$ cat src/trq_pkg.sv
// Shared types and constants of the task ready queue.
`default_nettype none

package trq_pkg;

  localparam int DEF_QUEUE_DEPTH = 16;
  localparam int DEF_ID_BITS     = 8;
  localparam int KIND_BITS       = 3;
  localparam int MIN_ROTATE      = 2;

  typedef enum logic [KIND_BITS-1:0] {
    KIND_APPEND = 3'd0,
    KIND_DELETE = 3'd1,
    KIND_ROTATE = 3'd2,
    KIND_PEEK   = 3'd3,
    KIND_CLEAR  = 3'd4
  } op_kind_t;

  typedef enum logic [2:0] {
    ST_IDLE,
    ST_EXEC,
    ST_SCAN,
    ST_FETCH,
    ST_DONE
  } state_t;

endpackage

`default_nettype wire

$ cat src/trq_if.sv
// Command and result channel interfaces of the task ready queue.
`default_nettype none

interface trq_cmd_if import trq_pkg::*; #(
  parameter int ID_BITS = DEF_ID_BITS
) ();
  logic                 valid;
  logic                 ready;
  logic [KIND_BITS-1:0] kind;
  logic [ID_BITS-1:0]   task_id;

  modport source (output valid, kind, task_id, input ready);
  modport sink   (input valid, kind, task_id, output ready);
endinterface

interface trq_res_if import trq_pkg::*; #(
  parameter int ID_BITS  = DEF_ID_BITS,
  parameter int CNT_BITS = $clog2(DEF_QUEUE_DEPTH + 1)
) ();
  logic                valid;
  logic                ready;
  logic                success;
  logic                id_valid;
  logic [ID_BITS-1:0]  returned_id;
  logic [CNT_BITS-1:0] entry_count;

  modport source (output valid, success, id_valid, returned_id, entry_count, input ready);
  modport sink   (input valid, success, id_valid, returned_id, entry_count, output ready);
endinterface

`default_nettype wire

$ cat src/trq_ram.sv
// Generic simple dual-port RAM with registered read.
`default_nettype none

module trq_ram #(
  parameter int WIDTH = 8,
  parameter int DEPTH = 16,
  localparam int AW   = $clog2(DEPTH)
) (
  input  wire logic             clk,
  input  wire logic             we,
  input  wire logic [AW-1:0]    waddr,
  input  wire logic [WIDTH-1:0] wdata,
  input  wire logic             re,
  input  wire logic [AW-1:0]    raddr,
  output logic      [WIDTH-1:0] rdata
);

  logic [WIDTH-1:0] mem [DEPTH];

  always_ff @(posedge clk) begin
    if (we) begin
      mem[waddr] <= wdata;
    end
    if (re) begin
      rdata <= mem[raddr];
    end
  end

endmodule

`default_nettype wire

$ cat src/trq_ctrl.sv
// Operation sequencer of the task ready queue: read-modify-write over the id RAM.
`default_nettype none

module trq_ctrl import trq_pkg::*; #(
  parameter int QUEUE_DEPTH = DEF_QUEUE_DEPTH,
  parameter int ID_BITS     = DEF_ID_BITS,
  localparam int IDX_BITS   = $clog2(QUEUE_DEPTH),
  localparam int CNT_BITS   = $clog2(QUEUE_DEPTH + 1)
) (
  input  wire logic                clk,
  input  wire logic                rst,
  trq_cmd_if.sink                  cmd,
  trq_res_if.source                res,
  output logic                     ram_we,
  output logic      [IDX_BITS-1:0] ram_waddr,
  output logic      [ID_BITS-1:0]  ram_wdata,
  output logic                     ram_re,
  output logic      [IDX_BITS-1:0] ram_raddr,
  input  wire logic [ID_BITS-1:0]  ram_rdata
);

  function automatic logic [IDX_BITS-1:0] slot_inc(input logic [IDX_BITS-1:0] s);
    slot_inc = (s == IDX_BITS'(QUEUE_DEPTH - 1)) ? '0 : s + 1'b1;
  endfunction

  function automatic logic [IDX_BITS-1:0] slot_add(input logic [IDX_BITS-1:0] h,
                                                    input logic [CNT_BITS-1:0] c);
    logic [CNT_BITS:0] sum;
    sum = (CNT_BITS+1)'(h) + (CNT_BITS+1)'(c);
    if (sum >= (CNT_BITS+1)'(QUEUE_DEPTH)) begin
      sum = sum - (CNT_BITS+1)'(QUEUE_DEPTH);
    end
    slot_add = sum[IDX_BITS-1:0];
  endfunction

  state_t              state;
  state_t              state_next;
  op_kind_t            kind_q;
  logic [ID_BITS-1:0]  id_q;
  logic [CNT_BITS-1:0] occ;
  logic [IDX_BITS-1:0] head;
  logic [CNT_BITS-1:0] rd_pos;
  logic [IDX_BITS-1:0] rd_slot;
  logic [IDX_BITS-1:0] dat_slot;
  logic [IDX_BITS-1:0] prev_slot;
  logic                found;
  logic                moved;
  logic                r_success;
  logic                r_idv;
  logic [ID_BITS-1:0]  r_id;
  logic                out_valid;
  logic                out_success;
  logic                out_idv;
  logic [ID_BITS-1:0]  out_id;
  logic [CNT_BITS-1:0] out_count;

  logic [IDX_BITS-1:0] tail_slot;
  logic                match;
  logic                scan_last;
  logic                out_free;
  logic                not_full;

  assign tail_slot = slot_add(head, occ);
  assign match     = (ram_rdata == id_q);
  assign scan_last = (rd_pos == occ);
  assign out_free  = !out_valid || res.ready;
  assign not_full  = (occ < CNT_BITS'(QUEUE_DEPTH));

  assign res.valid       = out_valid;
  assign res.success     = out_success;
  assign res.id_valid    = out_idv;
  assign res.returned_id = out_id;
  assign res.entry_count = out_count;

  // next state
  always_comb begin
    state_next = state;
    unique case (state)
      ST_IDLE: begin
        if (cmd.valid) begin
          state_next = ST_EXEC;
        end
      end
      ST_EXEC: begin
        unique case (kind_q)
          KIND_DELETE: state_next = (occ == '0) ? ST_DONE : ST_SCAN;
          KIND_ROTATE: state_next = (occ >= CNT_BITS'(MIN_ROTATE)) ? ST_FETCH : ST_DONE;
          KIND_PEEK:   state_next = (occ != '0) ? ST_FETCH : ST_DONE;
          default:     state_next = ST_DONE;
        endcase
      end
      ST_SCAN: begin
        if (scan_last) begin
          state_next = ST_DONE;
        end
      end
      ST_FETCH: state_next = ST_DONE;
      ST_DONE: begin
        if (out_free) begin
          state_next = ST_IDLE;
        end
      end
      default: state_next = ST_IDLE;
    endcase
  end

  // handshake and RAM controls
  always_comb begin
    cmd.ready = (state == ST_IDLE);
    ram_we    = 1'b0;
    ram_waddr = tail_slot;
    ram_wdata = ram_rdata;
    ram_re    = 1'b0;
    ram_raddr = head;
    unique case (state)
      ST_EXEC: begin
        ram_wdata = id_q;
        ram_we    = (kind_q == KIND_APPEND) && not_full;
        ram_re    = (kind_q == KIND_DELETE) || (kind_q == KIND_ROTATE) ||
                    (kind_q == KIND_PEEK);
      end
      ST_SCAN: begin
        ram_re    = (rd_pos < occ);
        ram_raddr = rd_slot;
        ram_we    = found;
        ram_waddr = prev_slot;
      end
      ST_FETCH: begin
        ram_we = (kind_q == KIND_ROTATE);
      end
      default: begin
      end
    endcase
  end

  always_ff @(posedge clk) begin
    if (rst) begin
      state     <= ST_IDLE;
      occ       <= '0;
      head      <= '0;
      out_valid <= 1'b0;
    end else begin
      state <= state_next;

      unique case (state)
        ST_IDLE: begin
          if (cmd.valid) begin
            kind_q <= op_kind_t'(cmd.kind);
            id_q   <= cmd.task_id;
          end
        end
        ST_EXEC: begin
          r_success <= 1'b0;
          r_idv     <= 1'b0;
          r_id      <= '0;
          rd_pos    <= CNT_BITS'(1);
          rd_slot   <= slot_inc(head);
          dat_slot  <= head;
          found     <= 1'b0;
          moved     <= 1'b0;
          unique case (kind_q)
            KIND_APPEND: begin
              if (not_full) begin
                occ       <= occ + 1'b1;
                r_success <= 1'b1;
              end
            end
            KIND_ROTATE, KIND_PEEK: r_success <= 1'b1;
            KIND_CLEAR: begin
              occ       <= '0;
              head      <= '0;
              r_success <= 1'b1;
            end
            default: begin
            end
          endcase
        end
        ST_SCAN: begin
          rd_pos    <= rd_pos + 1'b1;
          rd_slot   <= slot_inc(rd_slot);
          dat_slot  <= slot_inc(dat_slot);
          prev_slot <= dat_slot;
          if (found && !moved) begin
            moved <= 1'b1;
            r_idv <= 1'b1;
            r_id  <= ram_rdata;
          end
          if (!found && match) begin
            found <= 1'b1;
          end
          if (scan_last && (found || match)) begin
            occ       <= occ - 1'b1;
            r_success <= 1'b1;
          end
        end
        ST_FETCH: begin
          if (kind_q == KIND_PEEK) begin
            r_idv <= 1'b1;
            r_id  <= ram_rdata;
          end else begin
            head <= slot_inc(head);
          end
        end
        default: begin
        end
      endcase

      if (state == ST_DONE && out_free) begin
        out_valid   <= 1'b1;
        out_success <= r_success;
        out_idv     <= r_idv;
        out_id      <= r_id;
        out_count   <= occ;
      end else if (res.ready) begin
        out_valid <= 1'b0;
      end
    end
  end

endmodule

`default_nettype wire

$ cat src/task_ready_queue.sv
// Task ready queue: a circular queue of task ids held in one RAM. Each command
// transfer is worked to completion before the next is taken. Every command passes
// the execute state and then the done state, which loads the result register; peek
// and rotate, with enough entries, add a fetch state (a RAM read and, for rotate,
// a write back), and delete on a non-empty queue adds a scan state that streams
// the entries from head to tail through the RAM's single read port, one per cycle,
// and shifts the entries behind the match one slot toward the head as they pass.
// The sequencer returns to idle before the next transfer; a result that finds the
// result register occupied holds the sequencer until that register drains. The
// result register lets in a new command while a result awaits its transfer.
`default_nettype none

module task_ready_queue import trq_pkg::*; #(
  parameter int QUEUE_DEPTH = DEF_QUEUE_DEPTH,
  parameter int ID_BITS     = DEF_ID_BITS
) (
  input wire logic  clk,
  input wire logic  rst,
  trq_cmd_if.sink   cmd,
  trq_res_if.source res
);

  localparam int IDX_BITS = $clog2(QUEUE_DEPTH);
  localparam int CNT_BITS = $clog2(QUEUE_DEPTH + 1);

  logic                ram_we;
  logic [IDX_BITS-1:0] ram_waddr;
  logic [ID_BITS-1:0]  ram_wdata;
  logic                ram_re;
  logic [IDX_BITS-1:0] ram_raddr;
  logic [ID_BITS-1:0]  ram_rdata;

  trq_ctrl #(
    .QUEUE_DEPTH (QUEUE_DEPTH),
    .ID_BITS     (ID_BITS)
  ) u_ctrl (
    .clk       (clk),
    .rst       (rst),
    .cmd       (cmd),
    .res       (res),
    .ram_we    (ram_we),
    .ram_waddr (ram_waddr),
    .ram_wdata (ram_wdata),
    .ram_re    (ram_re),
    .ram_raddr (ram_raddr),
    .ram_rdata (ram_rdata)
  );

  trq_ram #(
    .WIDTH (ID_BITS),
    .DEPTH (QUEUE_DEPTH)
  ) u_ram (
    .clk   (clk),
    .we    (ram_we),
    .waddr (ram_waddr),
    .wdata (ram_wdata),
    .re    (ram_re),
    .raddr (ram_raddr),
    .rdata (ram_rdata)
  );

`ifndef SYNTH
  a_count_bound: assert property (@(posedge clk) disable iff (rst)
    res.valid |-> (res.entry_count <= CNT_BITS'(QUEUE_DEPTH)))
    else $error("entry count above depth");

  a_idv_success: assert property (@(posedge clk) disable iff (rst)
    (res.valid && res.id_valid) |-> res.success)
    else $error("returned id without success");

  a_id_zero: assert property (@(posedge clk) disable iff (rst)
    (res.valid && !res.id_valid) |-> (res.returned_id == '0))
    else $error("returned id not cleared");

  a_one_at_a_time: assert property (@(posedge clk) disable iff (rst)
    (cmd.valid && cmd.ready) |=> !cmd.ready)
    else $error("command taken while busy");
`endif

endmodule

`default_nettype wire
$ cat src/flat_wrapper.sv
// flat-port wrapper written by rule: the top's interface ports become plain ports
module task_ready_queue_flat import trq_pkg::*;
#(
  parameter int QUEUE_DEPTH = DEF_QUEUE_DEPTH,
  parameter int ID_BITS     = DEF_ID_BITS
)
  (clk, rst, cmd_valid, cmd_kind, cmd_task_id, cmd_ready, res_valid, res_success, res_id_valid, res_returned_id, res_entry_count, res_ready);
  trq_cmd_if #(.ID_BITS(ID_BITS)) cmd_i ();
  trq_res_if #(.ID_BITS(ID_BITS)) res_i ();
  input wire logic clk;
  input wire logic rst;
  input wire logic [$bits(cmd_i.valid)-1:0] cmd_valid;
  input wire logic [$bits(cmd_i.kind)-1:0] cmd_kind;
  input wire logic [$bits(cmd_i.task_id)-1:0] cmd_task_id;
  output wire logic [$bits(cmd_i.ready)-1:0] cmd_ready;
  output wire logic [$bits(res_i.valid)-1:0] res_valid;
  output wire logic [$bits(res_i.success)-1:0] res_success;
  output wire logic [$bits(res_i.id_valid)-1:0] res_id_valid;
  output wire logic [$bits(res_i.returned_id)-1:0] res_returned_id;
  output wire logic [$bits(res_i.entry_count)-1:0] res_entry_count;
  input wire logic [$bits(res_i.ready)-1:0] res_ready;
  assign cmd_i.valid = cmd_valid;
  assign cmd_i.kind = cmd_kind;
  assign cmd_i.task_id = cmd_task_id;
  assign cmd_ready = cmd_i.ready;
  assign res_valid = res_i.valid;
  assign res_success = res_i.success;
  assign res_id_valid = res_i.id_valid;
  assign res_returned_id = res_i.returned_id;
  assign res_entry_count = res_i.entry_count;
  assign res_i.ready = res_ready;
  task_ready_queue #(.QUEUE_DEPTH(QUEUE_DEPTH), .ID_BITS(ID_BITS)) u_core (.clk(clk), .rst(rst), .cmd(cmd_i), .res(res_i));
endmodule
$ cat config.mk
export PLATFORM = sky130hd
export DESIGN_NAME = task_ready_queue_flat
export DESIGN_NICKNAME = d
export VERILOG_FILES = /design/src/trq_pkg.sv /design/src/trq_if.sv /design/src/trq_ram.sv /design/src/trq_ctrl.sv /design/src/task_ready_queue.sv /design/src/flat_wrapper.sv
export SDC_FILE = /design/constraint.sdc
export NUM_CORES = 1
export LEC_CHECK = 0
export BUFFER_PORTS_ARGS = -buffer_cell sky130_fd_sc_hd__clkbuf_2
export CORE_ASPECT_RATIO = 0.75
export CORE_MARGIN = 1
export CORE_UTILIZATION = 30
export DETAILED_ROUTE_END_ITERATION = 7
export PLACE_DENSITY = 0.42
export RECOVER_POWER = 50
export SLEW_MARGIN = 20
export SYNTH_ARGS = -nofsm -noshare
export SYNTH_HDL_FRONTEND = slang
export SYNTH_SLANG_ARGS = --single-unit
$ cat constraint.sdc
create_clock -name clk -period 5.9 [get_ports clk]
set_input_delay 0.59 -clock clk [delete_from_list [all_inputs] [get_ports clk]]
set_output_delay 0.59 -clock clk [all_outputs]
set_load 0.005 [all_outputs]
# --- Word level (Yosys, flattened, before mapping) ---
# Memories as Yosys holds them, arrays and structs flattened. A register that Yosys moved wholly into a read port is not among the register bits.
# Cells that the tools add are included.
totals:
  mem_count: 1
  register_bits: 68
  in_bits: 15
  output_inout_bits: 17
  word_cells: 133
  ramBits: 128
mem_list:
  columns: ["name", "depth", "word_bits", "read_ports", "rd_ports_with_merged_regs", "write_ports", "line_no", "rtl"]
  rows:
  - ["u_core.u_ram.mem", 16, 8, 1, 1, 1, "trq_ram.sv:18", "logic [WIDTH-1:0] mem [DEPTH];"]
op_classes:
  n_lt_le_gt_ge: 4
  n_eq_ne: 24
  n_reduce_logical: 32
  addsub: 8
  mux: 44
  bitwise_logic: 1
op_table:
  columns: ["op", "n"]
  rows:
  - ["two-way mux 4 bit", 8]
  - ["case mux 5 bit (2 select lines)", 3]
  - ["two-way mux 8 bit", 3]
  - ["case mux 4 bit (2 select lines)", 3]
  - ["case mux 8 bit (3 select lines)", 1]
  - ["two-way mux 3 bit", 6]
  - ["AND reduction 3 bit", 6]
  - ["inequality test 2 bit (second input constant)", 8]
  - ["case mux 3 bit (5 select lines)", 1]
  - ["adder 4 x 1 -> 4 bit (second input constant)", 3]
  - ["equality test 3 x 2 -> 1 bit (second input constant)", 4]
  - ["equality test 4 bit (second input constant)", 3]
  - ["adder 5 x 1 -> 5 bit (second input constant)", 2]
  - ["two-way mux 5 bit", 2]
  - ["case mux 1 bit (2 select lines)", 5]
  - ["two-way mux 1 bit", 9]
  - ["case mux 3 bit (3 select lines)", 1]
  - ["equality test 8 bit", 1]
  - ["AND reduction 4 bit", 2]
  - ["adder 4 x 5 -> 6 bit", 1]
  - ["equality test 3 x 1 -> 1 bit (second input constant)", 2]
  - ["equality test 3 bit (second input constant)", 2]
  - [">= comparator 6 x 5 -> 1 bit (second input constant)", 1]
  - ["logical NOT 3 bit", 2]
  - ["other kinds (20)", 34]

# --- Logic depth before layout (Yosys ltp) ---
logic_depth:
  word_depth: 5
  mapped_depth: 8
  mapped_depth_nobuf: 7

# --- Hierarchy ---
# Synthesis repeated with hierarchy kept, for this count alone.
unflattened:
  cells_unflattened: 579
  hier_area_um2: 8788.4
by_module_without_submodules:
  columns: ["module", "instances", "area_per_inst_um2", "seq_area_each_um2", "cells_per_inst"]
  rows:
  - ["trq_ram", 1, 5227.5, 4083.9, 229]
  - ["trq_ctrl", 1, 3560.9, 1911.8, 350]

# --- Least setup slack after synthesis ---
# No wires, ideal clock.
synth_timing:
  kind: "register to register"
  start: "register u_core.u_ctrl.state[1]"
  end: "register u_core.u_ram.rdata[3] (read register of u_core.u_ram.mem), data pin"
  period_less_slack_ns: 2.477
  path_slack_ns: 3.423
  required_time_ns: 5.628
  setup_time_ns: 0.272
  arrival_time_ns: 2.205
  n_path_buf: 1
  path_stages_with_launch: 8
  cell_sequence: "dfxtp_1 or3b_1 clkinv_2 mux2i_1 buf_2 mux2i_1 o22ai_1 or4_1"
synth_via:
  elab_chain_cells: 2
  word_cells_on_any_way: 4
  classes_between: "eq/ne: 2; mux: 2"
synth_rtl:
  columns: ["element", "line_no", "rtl"]
  rows:
  - ["start, declared", "trq_ctrl.sv:36", "state_t state;"]
  - ["start signal, assigned", "trq_ctrl.sv:143", "state <= state_next;"]
  - ["equality test 3 x 2 -> 1 bit / equality test 3 x 1 -> 1 bit (equally long branches)", "trq_ctrl.sv:115", "unique case (state)"]
  - ["case mux 1 bit (2 select lines) / two-way mux 4 bit (equally long branches)", "trq_ctrl.sv:115", null]
  - ["end, declared", "trq_ram.sv:15", "output logic [WIDTH-1:0] rdata"]
# Several ways; a longest one is shown, not always the timed one.
# A chain may end at the register's enable or synchronous reset.

# --- Worst setup path in the final report ---
layout_timing:
  start: "register u_core.u_ctrl.state[2]"
  end: "register u_core.u_ram.rdata[3] (read register of u_core.u_ram.mem), data pin"
# Same word-level chain as after synthesis.

==> metrics.csv <==
stage,metric,value,unit
drt,vias,5233,
synth,synthTopCellsByArea,"edfxtp_1 65%, mux2i_1 7.8%, dfxtp_1 3.0%",
synth,synth_flop_cell,edfxtp_1,
setup_path,crit_fanout,37,
layout,layout-drive-gt1-share,9.09,%
timing,setup_viol,0,
layout,final_common_cell,edfxtp_1,
job,max_cap_violations,2,
timing,skew,0.0276,ns
global_routing,grt_pass1_vias,5224,
drt,avgRoutedWirePerCell,20.8,um
timing,slew_violations,48,
synth,synthArstFlopShare,0,%
drt,drt-initial-drc-count,369,
timing,finalSetupTns,0,ns
drt,drt-pass1-iter-count,5,
drt,route.detailed.drc,0,
layout,antenna_cells,0,
clocking,clkSlewWorstSetupHoldPaths,0.06,ns
min_path,hold_class,input pin to flop,
synth,synth_top_cell_by_area,edfxtp_1,
global_routing,antenna_found_initial,0,
synth,synth_top_cell_area_share,65.2,%
timing,hold_slack,0.234,ns
setup_path,cp.arrival,4.37,ns
drt,routed_wl,22.2,mm
clocking,insertion_delay,0.53,ns
layout,area_delta_synth_final,14.5,%
layout,finalNetCount,696,
clocking,cts_tree,yes,
synth,avgSynthCellArea,13.9,um^2
power_and_ir_drop,cellPowerDensity,305,nW/um^2
global_routing,grt_max_degree,38,
placement,io_buffers,31,
synth,yosysUniqueCellTypes,54,
timing,period_share,69.5,%
power_and_ir_drop,peakVddDrop,0.000176,V
timing,max_freq,244,MHz
clocking,cts-buffers-inserted,23,
synth,syn-num-nets,662,
synth,synthesis.area,8800,um^2
placement,dp_hpwl,15.1,mm
layout,postLayoutCellArea,10100,um^2
timing,finalHoldViolations,0,
setup_path,crit_buf_inv,1,
drt,via_per_inst,4.90,
clocking,postCtsHoldBufs,0,
clocking,htreeDepth,1,
synth,synthCells,631,
synth,yosys_warnings,0,
placement,gp_congestion,0.784,
setup_path,critPathTopFamily,buffers and inverters,
layout,layout_common_cells,"191 x edfxtp_1, 67 x mux2i_1, 55 x nand2_1, 35 x nor2_1, 34 x o22ai_1",
synth,synth-edff-count,191,
setup_path,crit_chain,"or3b_1, clkbuf_1, nor3_1, o21bai_1, o22ai_1, or4_1",
setup_path,path_class,flop to flop,
setup_path,crit_path_end_kind,flop,
floorplan,dieArea,30000,um^2
setup_path,critPathLaunchType,flop,
timing,max_slew.worst_pin.slew,1.82,ns
global_routing,grt_pass1_wl,33.6,mm
global_routing,grt-ovfl-total,0,
setup_path,critical-path-slowest-cell,clkbuf_1,
power_and_ir_drop,p_total,3.07,mW
timing,maxSlewHeadroom,-22.1,%
clocking,cts_max_path_buffers,3,
floorplan,start_util,30.9,%
floorplan,io_pins,32,
global_routing,grtUsageTotal,15.4,%
synth,synth-seq-cells,204,
clocking,cts_post_setup_buffers_inserted,0,
setup_path,required,6.17,ns
placement,pre_cts_slack,1.84,ns
clocking,post_cts_resize_count,0,
drt,ant_nets,0,
setup_path,max_stage_delay,1.28,ns
floorplan,chipWidth,200,um
clocking,cts.sink_count,204,
floorplan,core,28400,um^2
power_and_ir_drop,leakage,3.71,nW
clocking,clockRootBuffer,clkbuf_16,
floorplan,fp.dieH,150,um
placement,placed_cell_area,9390,um^2
status,status,finished with violations,
timing,rsz0062_at_grt,false,
floorplan,rows,53,
status,violations,"capacitance limit, slew limit",
timing,layout_min_cycle_time,4.10,ns
synth,yosysSeqAreaShare,68.1,%
timing,layout_setup_ws,1.80,ns
-- stage by stage --
stage | cells | util [%]
after floorplan | 631 | -
after global placement | 1025 | 33.0
after detailed placement | 1025 | 33.0
after CTS | 1067 | 35.6
after global routing | 1067 | 35.4
final | 1067 | 35.4
-- cell families (layout without fill, tap and decap cells) --
group / after synthesis / in the layout / synth area share, %
multiplexers: 69 / 69 / 7.85
AND/OR/NAND/NOR: 174 / 174 / 9.87
flip-flops: 204 / 204 / 68.1
adder cells (fa/ha/maj): 16 / 16 / 2.36
AO/OA/AOI/OAI: 113 / 113 / 8.28
XOR/XNOR: 16 / 16 / 1.59
buffers and inverters: 39 / 90 / 1.91
-- where the power goes --
group / internal [mW] / switching [mW] / leakage, nW / total (mW)
clock network: 0.815 / 0.572 / 0.356 / 1.39
registers: 1.60 / 0.0117 / 1.83 / 1.61
logic: 0.0180 / 0.0537 / 1.53 / 0.0717
-- synth_stat cells, types with 7 or more instances --
master,number
a21oi_1,23
and2_1,11
buf_2,7
clkbuf_1,15
dfxtp_1,13
edfxtp_1,191
ha_1,15
inv_1,10
mux2i_1,69
nand2_1,55
nand2b_1,15
nand3_1,8
nor2_1,37
nor2b_1,8
nor3_1,12
o21ai_0,14
o22ai_1,34
or4_1,9
xor2_1,12
-- sequential cells by signal, indices dropped and copies added (netlist names) --
register,flops
u_core.u_ctrl.found,1
u_core.u_ctrl.r_idv,1
u_core.u_ctrl.state,3
u_core.u_ctrl.prev_slot,4
u_core.u_ctrl.res.valid,1
u_core.u_ctrl.r_id,8
u_core.u_ctrl.res.id_valid,1
u_core.u_ctrl.r_success,1
u_core.u_ctrl.res.success,1
u_core.u_ctrl.occ,5
u_core.u_ram.rdata,8
u_core.u_ctrl.res.returned_id,8
u_core.u_ctrl.head,4
u_core.u_ctrl.moved,1
u_core.u_ram.mem,128
u_core.u_ctrl.dat_slot,4
u_core.u_ctrl.rd_pos,5
u_core.u_ctrl.id_q,8
u_core.u_ctrl.kind_q,3
u_core.u_ctrl.res.entry_count,5
u_core.u_ctrl.rd_slot,4
-- worst reg2reg max path: cells and delay by family (launching register included) --
family,cells,cell delay [ns]
AO/OA/AOI/OAI,2,1.08
buffers and inverters,1,1.28
flip-flops,1,0.59
AND/OR/NAND/NOR,3,0.90
-- layout make-up --
class                           count  area, um^2
Clock buffer                       33         654
Tap cell                          385         482
Fill cell                        2734       18400
Clock inverter                      9        73.8
Sequential cell                   204        6000
Inverter                           11        42.5
Multi-Input combinational cell    388        2660
Timing Repair Buffer               37         169
-- per-layer routing --
metal / vias to the layer above / part of all wire, % / track usage (%)
li1: 2490 / - / -
met1: 2591 / 53 / 24.1
met2: 125 / 41 / 21.7
met3: 27 / 5.0 / 2.55
met4: 0 / 1.8 / 3.51
met5: - / 0 / 0
-- worst paths after layout --
check                         start                               end  slack (ns)  depth (start not counted)
max          u_core.u_ctrl.state[2]             u_core.u_ram.rdata[3]        1.80                          6
min                     cmd_kind[1]           u_core.u_ctrl.kind_q[1]        0.23                          1
max reg2reg  u_core.u_ctrl.state[2]             u_core.u_ram.rdata[3]        1.80                          6
min reg2reg   u_core.u_ctrl.r_id[1]  u_core.u_ctrl.res.returned_id[1]        0.42                          0
Note: power is estimated with default switching activity, not from simulation.
